$ cat config.mk
export PLATFORM = sky130hd
export DESIGN_NAME = mse_cell
export DESIGN_NICKNAME = d
export VERILOG_FILES = /design/src/sv/mse_pkg.sv /design/src/sv/mse_cell.sv
export SDC_FILE = /design/constraint.sdc
export NUM_CORES = 1
export LEC_CHECK = 0
export ABC_CLOCK_PERIOD_IN_PS = 11300
export BUFFER_PORTS_ARGS = -buffer_cell sky130_fd_sc_hd__buf_2
export CELL_PAD_IN_SITES_DETAIL_PLACEMENT = 1
export CELL_PAD_IN_SITES_GLOBAL_PLACEMENT = 1
export CORE_ASPECT_RATIO = 2
export CORE_UTILIZATION = 24
export CTS_CLUSTER_SIZE = 20
export DETAILED_ROUTE_END_ITERATION = 7
export PLACE_DENSITY_LB_ADDON = 0.1
export RECOVER_POWER = 25
export SETUP_SLACK_MARGIN = 0.5
export SYNTH_ARGS = -nofsm -noshare
export SYNTH_HDL_FRONTEND = slang
export SYNTH_SLANG_ARGS = --single-unit
export TNS_END_PERCENT = 20
$ cat constraint.sdc
create_clock -name clk -period 11.3 [get_ports clk]
set_input_delay 2.825 -clock clk [delete_from_list [all_inputs] [get_ports clk]]
set_output_delay 2.825 -clock clk [all_outputs]
set_load 0.01 [all_outputs]
$ cat src/sv/mse_pkg.sv
// mse_pkg: shared types and constants for the merge sort engine
// no dependencies; used by the interfaces, the sort cell and the top level

package mse_pkg;

	localparam int unsigned MSE_CAPACITY = 64;
	localparam int unsigned VAL_W        = 32;

	typedef struct packed {
		logic                    vld;
		logic signed [VAL_W-1:0] val;
	} tok_t;

	typedef struct packed {
		logic shift;
		logic desc;
	} cell_ctrl_t;

	typedef enum logic [2:0] {
		ST_LOAD   = 3'b001,
		ST_SETTLE = 3'b010,
		ST_EMIT   = 3'b100
	} state_t;

endpackage

$ cat src/sv/mse_cell.sv
// mse_cell: one insertion cell of the systolic sorter row
// keeps the better of its value and an arriving token, passes the other right;
// on shift it takes nxt_i from its right neighbour; depends on mse_pkg

module mse_cell
	import mse_pkg::*;
(
	input  logic       clk,
	input  logic       arst_n,
	input  cell_ctrl_t ctrl,
	input  tok_t       tok_i,
	output tok_t       tok_o,
	input  tok_t       nxt_i,
	output tok_t       cur_o
);

	logic                    full_q;
	logic signed [VAL_W-1:0] val_q;
	logic                    tok_vld_q;
	logic signed [VAL_W-1:0] tok_val_q;

	logic                    better;
	logic                    full_d;
	logic signed [VAL_W-1:0] val_d;
	tok_t                    tok_d;

	assign better = ctrl.desc ? (tok_i.val > val_q) : (tok_i.val < val_q);

	always_comb begin
		full_d = full_q;
		val_d  = val_q;
		tok_d  = '0;
		if (ctrl.shift) begin
			full_d = nxt_i.vld;
			val_d  = nxt_i.val;
		end else if (tok_i.vld) begin
			if (!full_q) begin
				full_d = 1'b1;
				val_d  = tok_i.val;
			end else if (better) begin
				val_d     = tok_i.val;
				tok_d.vld = 1'b1;
				tok_d.val = val_q;
			end else begin
				tok_d = tok_i;
			end
		end
	end

	always_ff @(posedge clk or negedge arst_n) begin
		if (!arst_n) begin
			full_q    <= 1'b0;
			tok_vld_q <= 1'b0;
		end else begin
			full_q    <= full_d;
			tok_vld_q <= tok_d.vld;
		end
	end

	always_ff @(posedge clk) begin
		val_q     <= val_d;
		tok_val_q <= tok_d.val;
	end

	assign tok_o.vld = tok_vld_q;
	assign tok_o.val = tok_val_q;
	assign cur_o.vld = full_q;
	assign cur_o.val = val_q;

endmodule

==> impl_metrics.env, run 1 <==
export IMPL_status="finished, final reports clean"
export IMPL_yosysSeqAreaShare_pct=45.9
export IMPL_synth_compound_area_share_pct=6.16
export IMPL_cts_tree="built"
export IMPL_synthAdderAreaFrac_pct=11.1
export IMPL_rows=62
export IMPL_power_density_mw_per_mm2=153
export IMPL_synth_top_family_by_area="multiplexers"
export IMPL_start_kind="input port"
export IMPL_yosysWarnings=0
export IMPL_p_comb_share_pct=21.5
export IMPL_ioPinCount=136
export IMPL_finalNetCount=572
export IMPL_globalRouteTotalUtil_pct=14.4
export IMPL_synthDistinctLibCells=38
export IMPL_finalClockSkew_ps=9.55
export IMPL_worst_pin_slew_ps=972
export IMPL_power_switching_uw=204
export IMPL_areaGrowthSynthToFinish_pct=29.9
export IMPL_cts_max_level=3
export IMPL_rsz0062_at_grt="false"
export IMPL_die_w_um=88.5
export IMPL_wl_per_cell_um=15.9
export IMPL_place_gp_congestion=0.685
export IMPL_seqPwrFrac_pct=40.7
export IMPL_place_hpwl_um=8010
export IMPL_cts_sinks=66
export IMPL_vias_per_cell=4.38
export IMPL_vias=2920
export IMPL_die_h_um=175
export IMPL_synthSimpleGateAreaFrac_pct=11.9
export IMPL_syn_inst=338
export IMPL_fmax_ghz=0.167
export IMPL_max_vdd_ir_drop_uv=62.1
export IMPL_synth_area_leaders="edfxtp_1 27%, dfxtp_1 18%, ha_1 11%"
export IMPL_grt_max_degree=39
export IMPL_worst_setup_path_type="in2reg"
export IMPL_clk_pin_slew_worst_paths_ps=60
export IMPL_port_buffers=135
export IMPL_layout_drive_gt1_share_pct=30.7
export IMPL_avgSynthCellArea_um2=10.6
export IMPL_critPathArrivalTime_ps=5930
export IMPL_antenna_found_initial=0
export IMPL_final_antenna_net_count=0
export IMPL_wl_um=10600
export IMPL_diodes=0
export IMPL_ys_ff_latch=66
export IMPL_crit_fanout=32
export IMPL_power_leakage_uw=0.00208
export IMPL_synth_edf_count=32
export IMPL_grt_pass1_wl_um=16400
export IMPL_finalCritPeriodShare_pct=53.0
export IMPL_post_cts_resized=0
export IMPL_synthMuxAreaShare_pct=18.6
export IMPL_synth_xor_area_share_pct=0
export IMPL_min_period_ps=5990
export IMPL_drt_pass1_iterations=4
export IMPL_p_int_uw=511
export IMPL_numCtsBuffers=9
export IMPL_yosysTopAreaCellShare_pct=26.7
export IMPL_synth_nets=440
export IMPL_route_detailed_drc=0
export IMPL_required_ps=11250
export IMPL_finalHoldViolCount=0
export IMPL_syn_cell_area_mm2=0.00359
export IMPL_cts_root_buf="clkbuf_16"
export IMPL_final_util_pct=32.2
export IMPL_core_mm2=0.0145
export IMPL_p_clk_share_pct=37.8
export IMPL_end_kind="flop"
export IMPL_cts_setup_buffers=0
export IMPL_worstHoldPathType="reg2reg"
export IMPL_async_reset_ff_share_pct=3.03
export IMPL_cts_max_path_buffers=2
export IMPL_dieArea_mm2=0.0155
export IMPL_slew_headroom_pct=35.2
export IMPL_initial_utilization_pct=24.8
export IMPL_drt_iter0_drc=49
export IMPL_maxSlewViolCount=0
export IMPL_cap_violations=0
export IMPL_setup_viol=0
export IMPL_swShare_pct=28.5
export IMPL_clk_latency_ps=330
export IMPL_setup_tns_ps=0
export IMPL_gr_total_overflow=0
export IMPL_synth_ff_type="edfxtp_1"
export IMPL_grt_pass1_vias=3056
export IMPL_synth_top_area_cell="edfxtp_1"
export IMPL_holdBufCountCts=0
==> cell families after synthesis <==
logic type	Yosys count
buffers and inverters	49
muxes	63
DFF	66
AOI/OAI and AO/OA	31
adders and majority gates	32
and+or+nand+nor	97
==> worst max-delay path, stage by stage <==
cell and delay, ps:
buf_2 120, ha_1 310, a21o_1 180, a221o_1 340
a21o_1 220, or4b_4 520, or3_4 390, a32oi_4 240
o22a_2 780
==> registers in the layout (all words and copies together), names as in the netlist <==
signal	flops
tok_vld_q	1
full_q	1
val_q	32
tok_val_q	32
==> through the flow <==
| stage | setup WS [ps] | instances | cell area [um2] | hold slack (ps) | power (uW) |
|---|---|---|---|---|---|
| 2_1_floorplan | 4980 | 338 | 3590 | 545 | 396 |
| 3_3_place_gp | 4770 | 651 | 4430 | 552 | 456 |
| 3_5_place_dp | 4830 | 651 | 4430 | 567 | 459 |
| 4_1_cts | 5170 | 667 | 4720 | 580 | 739 |
| 5_1_grt | 5010 | 667 | 4670 | 619 | 758 |
| 6_report | 5310 | 667 | 4670 | 573 | 715 |
==> cell usage after synthesis (all sizes together), types with 2 or more instances <==
cell type / n
edfxtp: 32
nor3: 2
nand4: 8
a21oi: 11
clkbuf: 10
o21ai: 6
nand2b: 2
dfxtp: 32
inv: 33
dfrtp: 2
a21o: 2
mux2: 31
buf: 6
ha: 32
o211ai: 2
nand2: 72
mux2i: 32
nor2: 5
==> layer usage <==
layer / global-route usage (%) / up-vias / routed length (um)
li1: - / 1445 / -
met1: 14.2 / 1396 / 3700
met4: 5.24 / 0 / 143
met2: 28.4 / 72 / 6390
met3: 2.50 / 7 / 369
met5: 0 / - / 0
==> power by group through the flow <==
stage / clock, uW / sequential (uW) / combinational (uW)
2_1_floorplan: 0 / 304 / 92.2
3_3_place_gp: 0 / 296 / 160
3_5_place_dp: 0 / 297 / 162
4_1_cts: 285 / 292 / 163
5_1_grt: 291 / 294 / 173
6_report: 271 / 291 / 153
==> layout by cell type, fill, tap and decap left out, types with 2 or more instances in the layout <==
| cell type | instances |
|---|---|
| edfxtp_1 | 32 |
| nor2_1 | 4 |
| clkbuf_16 | 10 |
| a21o_1 | 2 |
| nand4_1 | 8 |
| dfxtp_1 | 32 |
| nand2_1 | 72 |
| buf_4 | 2 |
| inv_1 | 33 |
| mux2i_1 | 32 |
| ha_1 | 32 |
| mux2_2 | 31 |
| nor3_1 | 2 |
| a21oi_1 | 11 |
| clkinv_2 | 2 |
| clkbuf_1 | 43 |
| o211ai_1 | 2 |
| dfrtp_1 | 2 |
| nand2b_1 | 2 |
| buf_2 | 95 |
| o21ai_0 | 6 |
==> area by class of cell <==
cell class	instances	area (um2)
fill	1739	9840
multi-input combinational	223	1730
sequential	66	1650
timing repair buffer	137	641
clock buffer	14	275
tap	192	240
inverter	33	124
clock inverter	2	10.0
==> final timing paths <==
check / start / end / slack (ps) / cells after the start
worst min register to register: val_q[30] / tok_val_q[30] / 570 / 2
max in group asynchronous: arst_n / full_q / 8860 / 1
worst max-delay path: tok_i[17] / val_q[8] / 5310 / 9
worst max register to register: val_q[17] / val_q[8] / 7500 / 9
worst min-delay path: val_q[30] / tok_val_q[30] / 570 / 2
min in group asynchronous: arst_n / tok_vld_q / 2290 / 1
Power figures use the tool's default switching activity.
==> inputs of run 2 (changes only) <==
Settings changed: ABC_CLOCK_PERIOD_IN_PS 11300 to 6000.
Clock period 11.3 ns to 6 ns, I/O delays scaled along.
==> impl_metrics.env, run 2 (same netlist as run 1, synthesis figures left out) <==
export IMPL_dieArea_mm2=0.0155
export IMPL_layout_common_cells="95 x buf_2, 72 x nand2_1, 43 x clkbuf_1"
export IMPL_rsz0062_at_grt="false"
export IMPL_clk_latency_ps=330
export IMPL_violations="capacitance limit, slew limit"
export IMPL_clk_pin_slew_worst_paths_ps=60
export IMPL_maxSlewViolCount=39
export IMPL_critical_path_max_stage_delay_ps=550
export IMPL_top_usage_layer="met2"
export IMPL_place_hpwl_um=8810
export IMPL_hold_depth=2
export IMPL_areaGrowthSynthToFinish_pct=30.5
export IMPL_core_mm2=0.0145
export IMPL_fin_cells=670
export IMPL_rows=62
export IMPL_seqPwrFrac_pct=40.3
export IMPL_cts_tree="built"
export IMPL_die_h_um=175
export IMPL_slew_headroom_pct=-56.2
export IMPL_port_buffers=135
export IMPL_crit_chain="buf_2, ha_1, nand4_1, nor4_1, nand4_1, a31oi_1, o221ai_1, a32oi_4, o22a_2, buf_4"
export IMPL_power_leakage_uw=0.00209
export IMPL_setup_tns_ps=0
export IMPL_worst_pin_slew_ps=2340
export IMPL_place_gp_congestion=0.705
export IMPL_post_cts_resized=0
export IMPL_dp_cells=653
export IMPL_cts_sinks=66
export IMPL_wl_um=11200
export IMPL_required_ps=6020
export IMPL_cts_setup_buffers=0
export IMPL_critPathBufInv=2
export IMPL_cpMaxStageDelayCell="nor4_1"
export IMPL_die_w_um=88.5
export IMPL_crit_fanout=11
export IMPL_globalRouteTotalUtil_pct=15.3
export IMPL_critical_path_top_delay_family="compound AO/OA/AOI/OAI gates"
export IMPL_antenna_found_initial=1
export IMPL_cp_common_cell="nand4_1"
export IMPL_critPathArrivalTime_ps=4550
export IMPL_finalHoldViolCount=0
export IMPL_reg_top3="tok_val_q: 32 flops, val_q: 32 flops"
export IMPL_grt_pass1_vias=3271
export IMPL_worst_setup_path_type="in2reg"
export IMPL_grt_pass1_wl_um=17200
export IMPL_drt_iter0_drc=59
export IMPL_finalClockSkew_ps=11.1
export IMPL_p_int_uw=982
export IMPL_gr_total_overflow=0
export IMPL_power_density_mw_per_mm2=291
export IMPL_p_comb_share_pct=21.5
export IMPL_cap_violations=1
export IMPL_drt_pass1_iterations=4
export IMPL_power_switching_uw=382
export IMPL_cts_root_buf="clkbuf_16"
export IMPL_vias_per_cell=4.41
export IMPL_min_period_ps=4530
export IMPL_swShare_pct=28.0
export IMPL_final_common_cell="buf_2"
export IMPL_ioPinCount=136
export IMPL_route_detailed_drc=0
export IMPL_finalCritPeriodShare_pct=75.5
export IMPL_use_met3_pct=2.93
export IMPL_max_vdd_ir_drop_uv=131
export IMPL_vias=2954
export IMPL_initial_utilization_pct=24.8
export IMPL_power_total_uw=1360
export IMPL_status="finished, violations left"
export IMPL_layout_drive_gt1_share_pct=31.0
export IMPL_met2_usage_pct=30.8
export IMPL_grt_use_met1_pct=14.1
export IMPL_end_kind="flop"
export IMPL_finalNetCount=574
export IMPL_reg2regPathDepth=10
export IMPL_path_depth=10
export IMPL_wl_per_cell_um=16.7
export IMPL_fmax_ghz=0.221
export IMPL_holdBufCountCts=0
export IMPL_numCtsBuffers=9
export IMPL_cts_max_path_buffers=2
export IMPL_final_util_pct=32.3
export IMPL_worstHoldPathType="reg2reg"
export IMPL_grt_max_degree=44
export IMPL_start_kind="input port"
export IMPL_p_clk_share_pct=38.2
export IMPL_setup_viol=0
export IMPL_final_antenna_net_count=0
export IMPL_cts_max_level=3
==> run 2: metal layers <==
layer / up-vias / wire [um]
li1: 1447 / -
met1: 1421 / 3770
met2: 73 / 6800
met3: 13 / 377
met4: 0 / 233
met5: - / 0
==> run 2: per-stage QoR <==
stage | setup WS, ps | hold slack [ps] | cell area, um2
after floorplan | 1000 | 545 | 3590
after global placement | 1110 | 552 | 4450
after detailed placement | 982 | 556 | 4450
after CTS | 1320 | 562 | 4740
after global routing | 1190 | 605 | 4690
final | 1470 | 562 | 4690
==> run 2: path summary, 6_finish.rpt <==
| path | start | endpoint | slack [ps] |
|---|---|---|---|
| max in group asynchronous | arst_n | full_q | 4850 |
| worst min-delay path | val_q[10] | tok_val_q[10] | 560 |
| worst min register to register | val_q[10] | tok_val_q[10] | 560 |
| min in group asynchronous | arst_n | tok_vld_q | 970 |
| worst max-delay path | tok_i[31] | val_q[26] | 1470 |
| worst max register to register | val_q[31] | val_q[26] | 2340 |
==> run 2: power groups by stage <==
stage | logic [uW] | registers (uW) | clock network (uW)
2_1_floorplan | 174 | 572 | 0
3_3_place_gp | 301 | 561 | 0
3_5_place_dp | 308 | 561 | 0
4_1_cts | 309 | 551 | 541
5_1_grt | 330 | 556 | 563
6_report | 293 | 549 | 521
==> run 2: final cells by class <==
cell class                      count  area, um2
Sequential cell                    66       1650
Inverter                           33        124
Clock inverter                      3       40.0
Clock buffer                       13        250
Antenna cell                        1       2.50
Multi-Input combinational cell    223       1730
Timing Repair Buffer              139        656
Tap cell                          192        240
Fill cell                        1733       9820
==> run 2: worst reg2reg max path: cells and delay by family, from the launching register on <==
kind | cells | cell delay [ps]
adder cells (fa/ha/maj) | 1 | 420
flip-flops | 1 | 380
AO/OA/AOI/OAI | 4 | 1150
buffers and inverters | 2 | 340
AND/OR/NAND/NOR | 3 | 1070
==> inputs of run 3 (changes only) <==
Settings changed: ABC_AREA set to 1, ABC_CLOCK_PERIOD_IN_PS 6000 to 4600.
Clock period 6 ns to 4.6 ns, I/O delays scaled along.
==> impl_metrics.env, run 3 <==
export IMPL_route_detailed_drc=0
export IMPL_numCtsBuffers=9
export IMPL_areaGrowthSynthToFinish_pct=27.2
export IMPL_reg_top3="tok_val_q: 32 flops, val_q: 32 flops"
export IMPL_synth_xor_area_share_pct=0
export IMPL_worstHoldPathType="in2async"
export IMPL_synth_top_family_by_area="simple AND/OR/NAND/NOR gates"
export IMPL_ys_ff_latch=66
export IMPL_cts_setup_buffers=0
export IMPL_cts_root_buf="clkbuf_16"
export IMPL_synthMuxAreaShare_pct=0
export IMPL_cts_sinks=66
export IMPL_status="finished, final reports clean"
export IMPL_clk_pin_slew_worst_paths_ps=60
export IMPL_cap_violations=0
export IMPL_required_ps=4610
export IMPL_reg2reg_to="val_q[13]"
export IMPL_finalNetCount=704
export IMPL_syn_cell_area_mm2=0.00377
export IMPL_grt_pass1_wl_um=19300
export IMPL_reg2regPathDepth=14
export IMPL_critPathArrivalTime_ps=3290
export IMPL_worst_slack_ps=1320
export IMPL_core_mm2=0.0153
export IMPL_power_density_mw_per_mm2=390
export IMPL_final_common_cell="nand2_1"
export IMPL_cts_tree="built"
export IMPL_crit_fanout=26
export IMPL_clk_latency_ps=330
export IMPL_dieArea_mm2=0.0162
export IMPL_rows=64
export IMPL_vias=3510
export IMPL_diodes=0
export IMPL_max_vdd_ir_drop_uv=169
export IMPL_fmax_ghz=0.305
export IMPL_min_period_ps=3280
export IMPL_initial_utilization_pct=24.6
export IMPL_end_kind="flop"
export IMPL_rsz0062_at_grt="false"
export IMPL_yosysTopAreaCellShare_pct=25.5
export IMPL_grt_max_degree=65
export IMPL_ioPinCount=136
export IMPL_globalRouteTotalUtil_pct=15.5
export IMPL_syn_inst=476
export IMPL_cts_max_level=3
export IMPL_port_buffers=135
export IMPL_finalCritPeriodShare_pct=71.3
export IMPL_worst_setup_path_type="in2reg"
export IMPL_finalHoldViolCount=0
export IMPL_r2r_slack_ps=1840
export IMPL_synth_edf_count=32
export IMPL_synthAdderAreaFrac_pct=10.6
export IMPL_num_fill_cells=1941
export IMPL_synthDistinctLibCells=23
export IMPL_synth_nets=578
export IMPL_setup_tns_ps=0
export IMPL_worst_pin_slew_ps=905
export IMPL_power_leakage_uw=0.00238
export IMPL_synth_area_leaders="edfxtp_1 26%, dfxtp_1 17%, nand2_1 17%"
export IMPL_wl_per_cell_um=15.2
export IMPL_grt_pass1_vias=3760
export IMPL_place_area_mm2=0.00456
export IMPL_yosysWarnings=0
export IMPL_slew_headroom_pct=39.5
export IMPL_power_total_uw=1870
export IMPL_post_cts_resized=0
export IMPL_die_h_um=179
export IMPL_holdBufCountCts=0
export IMPL_drt_pass1_iterations=4
export IMPL_finalClockSkew_ps=8.83
export IMPL_maxSlewViolCount=0
export IMPL_antenna_found_initial=0
export IMPL_gr_total_overflow=0
export IMPL_wl_um=12200
export IMPL_synth_ff_type="edfxtp_1"
export IMPL_place_hpwl_um=9170
export IMPL_synth_most_common_cell="nand2_1"
export IMPL_synth_compound_area_share_pct=8.47
export IMPL_layout_common_cells="166 x nand2_1, 95 x buf_2, 44 x inv_1"
export IMPL_vias_per_cell=4.37
export IMPL_pre_cts_ws_ps=936
export IMPL_die_w_um=90.6
export IMPL_design_area_mm2=0.00479
export IMPL_place_gp_congestion=0.726
export IMPL_async_reset_ff_share_pct=3.03
export IMPL_setup_viol=0
export IMPL_start_kind="input port"
export IMPL_yosysSeqAreaShare_pct=43.9
export IMPL_drt_iter0_drc=59
export IMPL_synth_common_cells="166 x nand2_1, 44 x inv_1, 44 x nor2_1, 37 x a21oi_1, 35 x nand3_1"
export IMPL_cts_max_path_buffers=2
export IMPL_synth_top_area_cell="edfxtp_1"
export IMPL_avgSynthCellArea_um2=7.91
export IMPL_r2r_start="val_q[31]"
export IMPL_synthSimpleGateAreaFrac_pct=27.4
export IMPL_final_antenna_net_count=0
export IMPL_layout_drive_gt1_share_pct=22.3
run 3: worst max-delay path by stage:
stage / startpoint / to / cells past startpoint
2_1_floorplan: tok_i[31] / val_q[0] / 11
3_3_place_gp: tok_i[31] / val_q[13] / 12
3_5_place_dp: tok_i[31] / val_q[13] / 14
4_1_cts: tok_i[31] / val_q[4] / 14
5_1_grt: tok_i[15] / tok_val_q[1] / 17
6_report: tok_i[31] / val_q[13] / 14
run 3: layout make-up:
type	count	area (um2)	share of cell area, %
Multi-Input combinational cell	340	1770	37.0
Clock inverter	6	58.8	1.23
Inverter	44	165	3.45
Timing Repair Buffer	141	671	14.0
Clock buffer	9	225	4.70
Tap cell	198	248	5.17
Sequential cell	66	1650	34.5
run 3: routing by layer:
metal	vias up	part of all wire, %	GRT usage (%)
met2	71	58	32.0
met1	1651	37	15.5
met4	0	1.1	4.64
met3	9	3.2	2.46
li1	1779	-	-
met5	-	0	0
run 3: power breakdown:
part	switching [uW]	internal (uW)
clock	264	413
combinational	309	169
sequential	28.4	687
run 3: per-stage QoR:
stage / hold slack (ps) / cells / utilization, %
floorplan: 531 / 476 / -
global placement: 611 / 789 / 29.8
detailed placement: 617 / 789 / 29.8
CTS: 586 / 804 / 31.6
global route: 591 / 804 / 31.3
finish: 597 / 804 / 31.3
run 3: critical path: stages:
cell	delay, ps
buf_2	130
ha_1	390
nand2_2	80
nor2_2	150
nand2_2	100
nor2_4	120
nand2_2	70
nand2_1	80
nand2_1	60
nand3_2	60
buf_4	310
nand2_1	140
a21oi_4	150
buf_4	280
run 3: cell families (layout without fill, tap and decap cells):
family,Yosys count,count (layout)
and+or+nand+nor,254,254
buffers and inverters,70,200
DFF,66,66
AOI/OAI and AO/OA,54,54
adders and majority gates,32,32
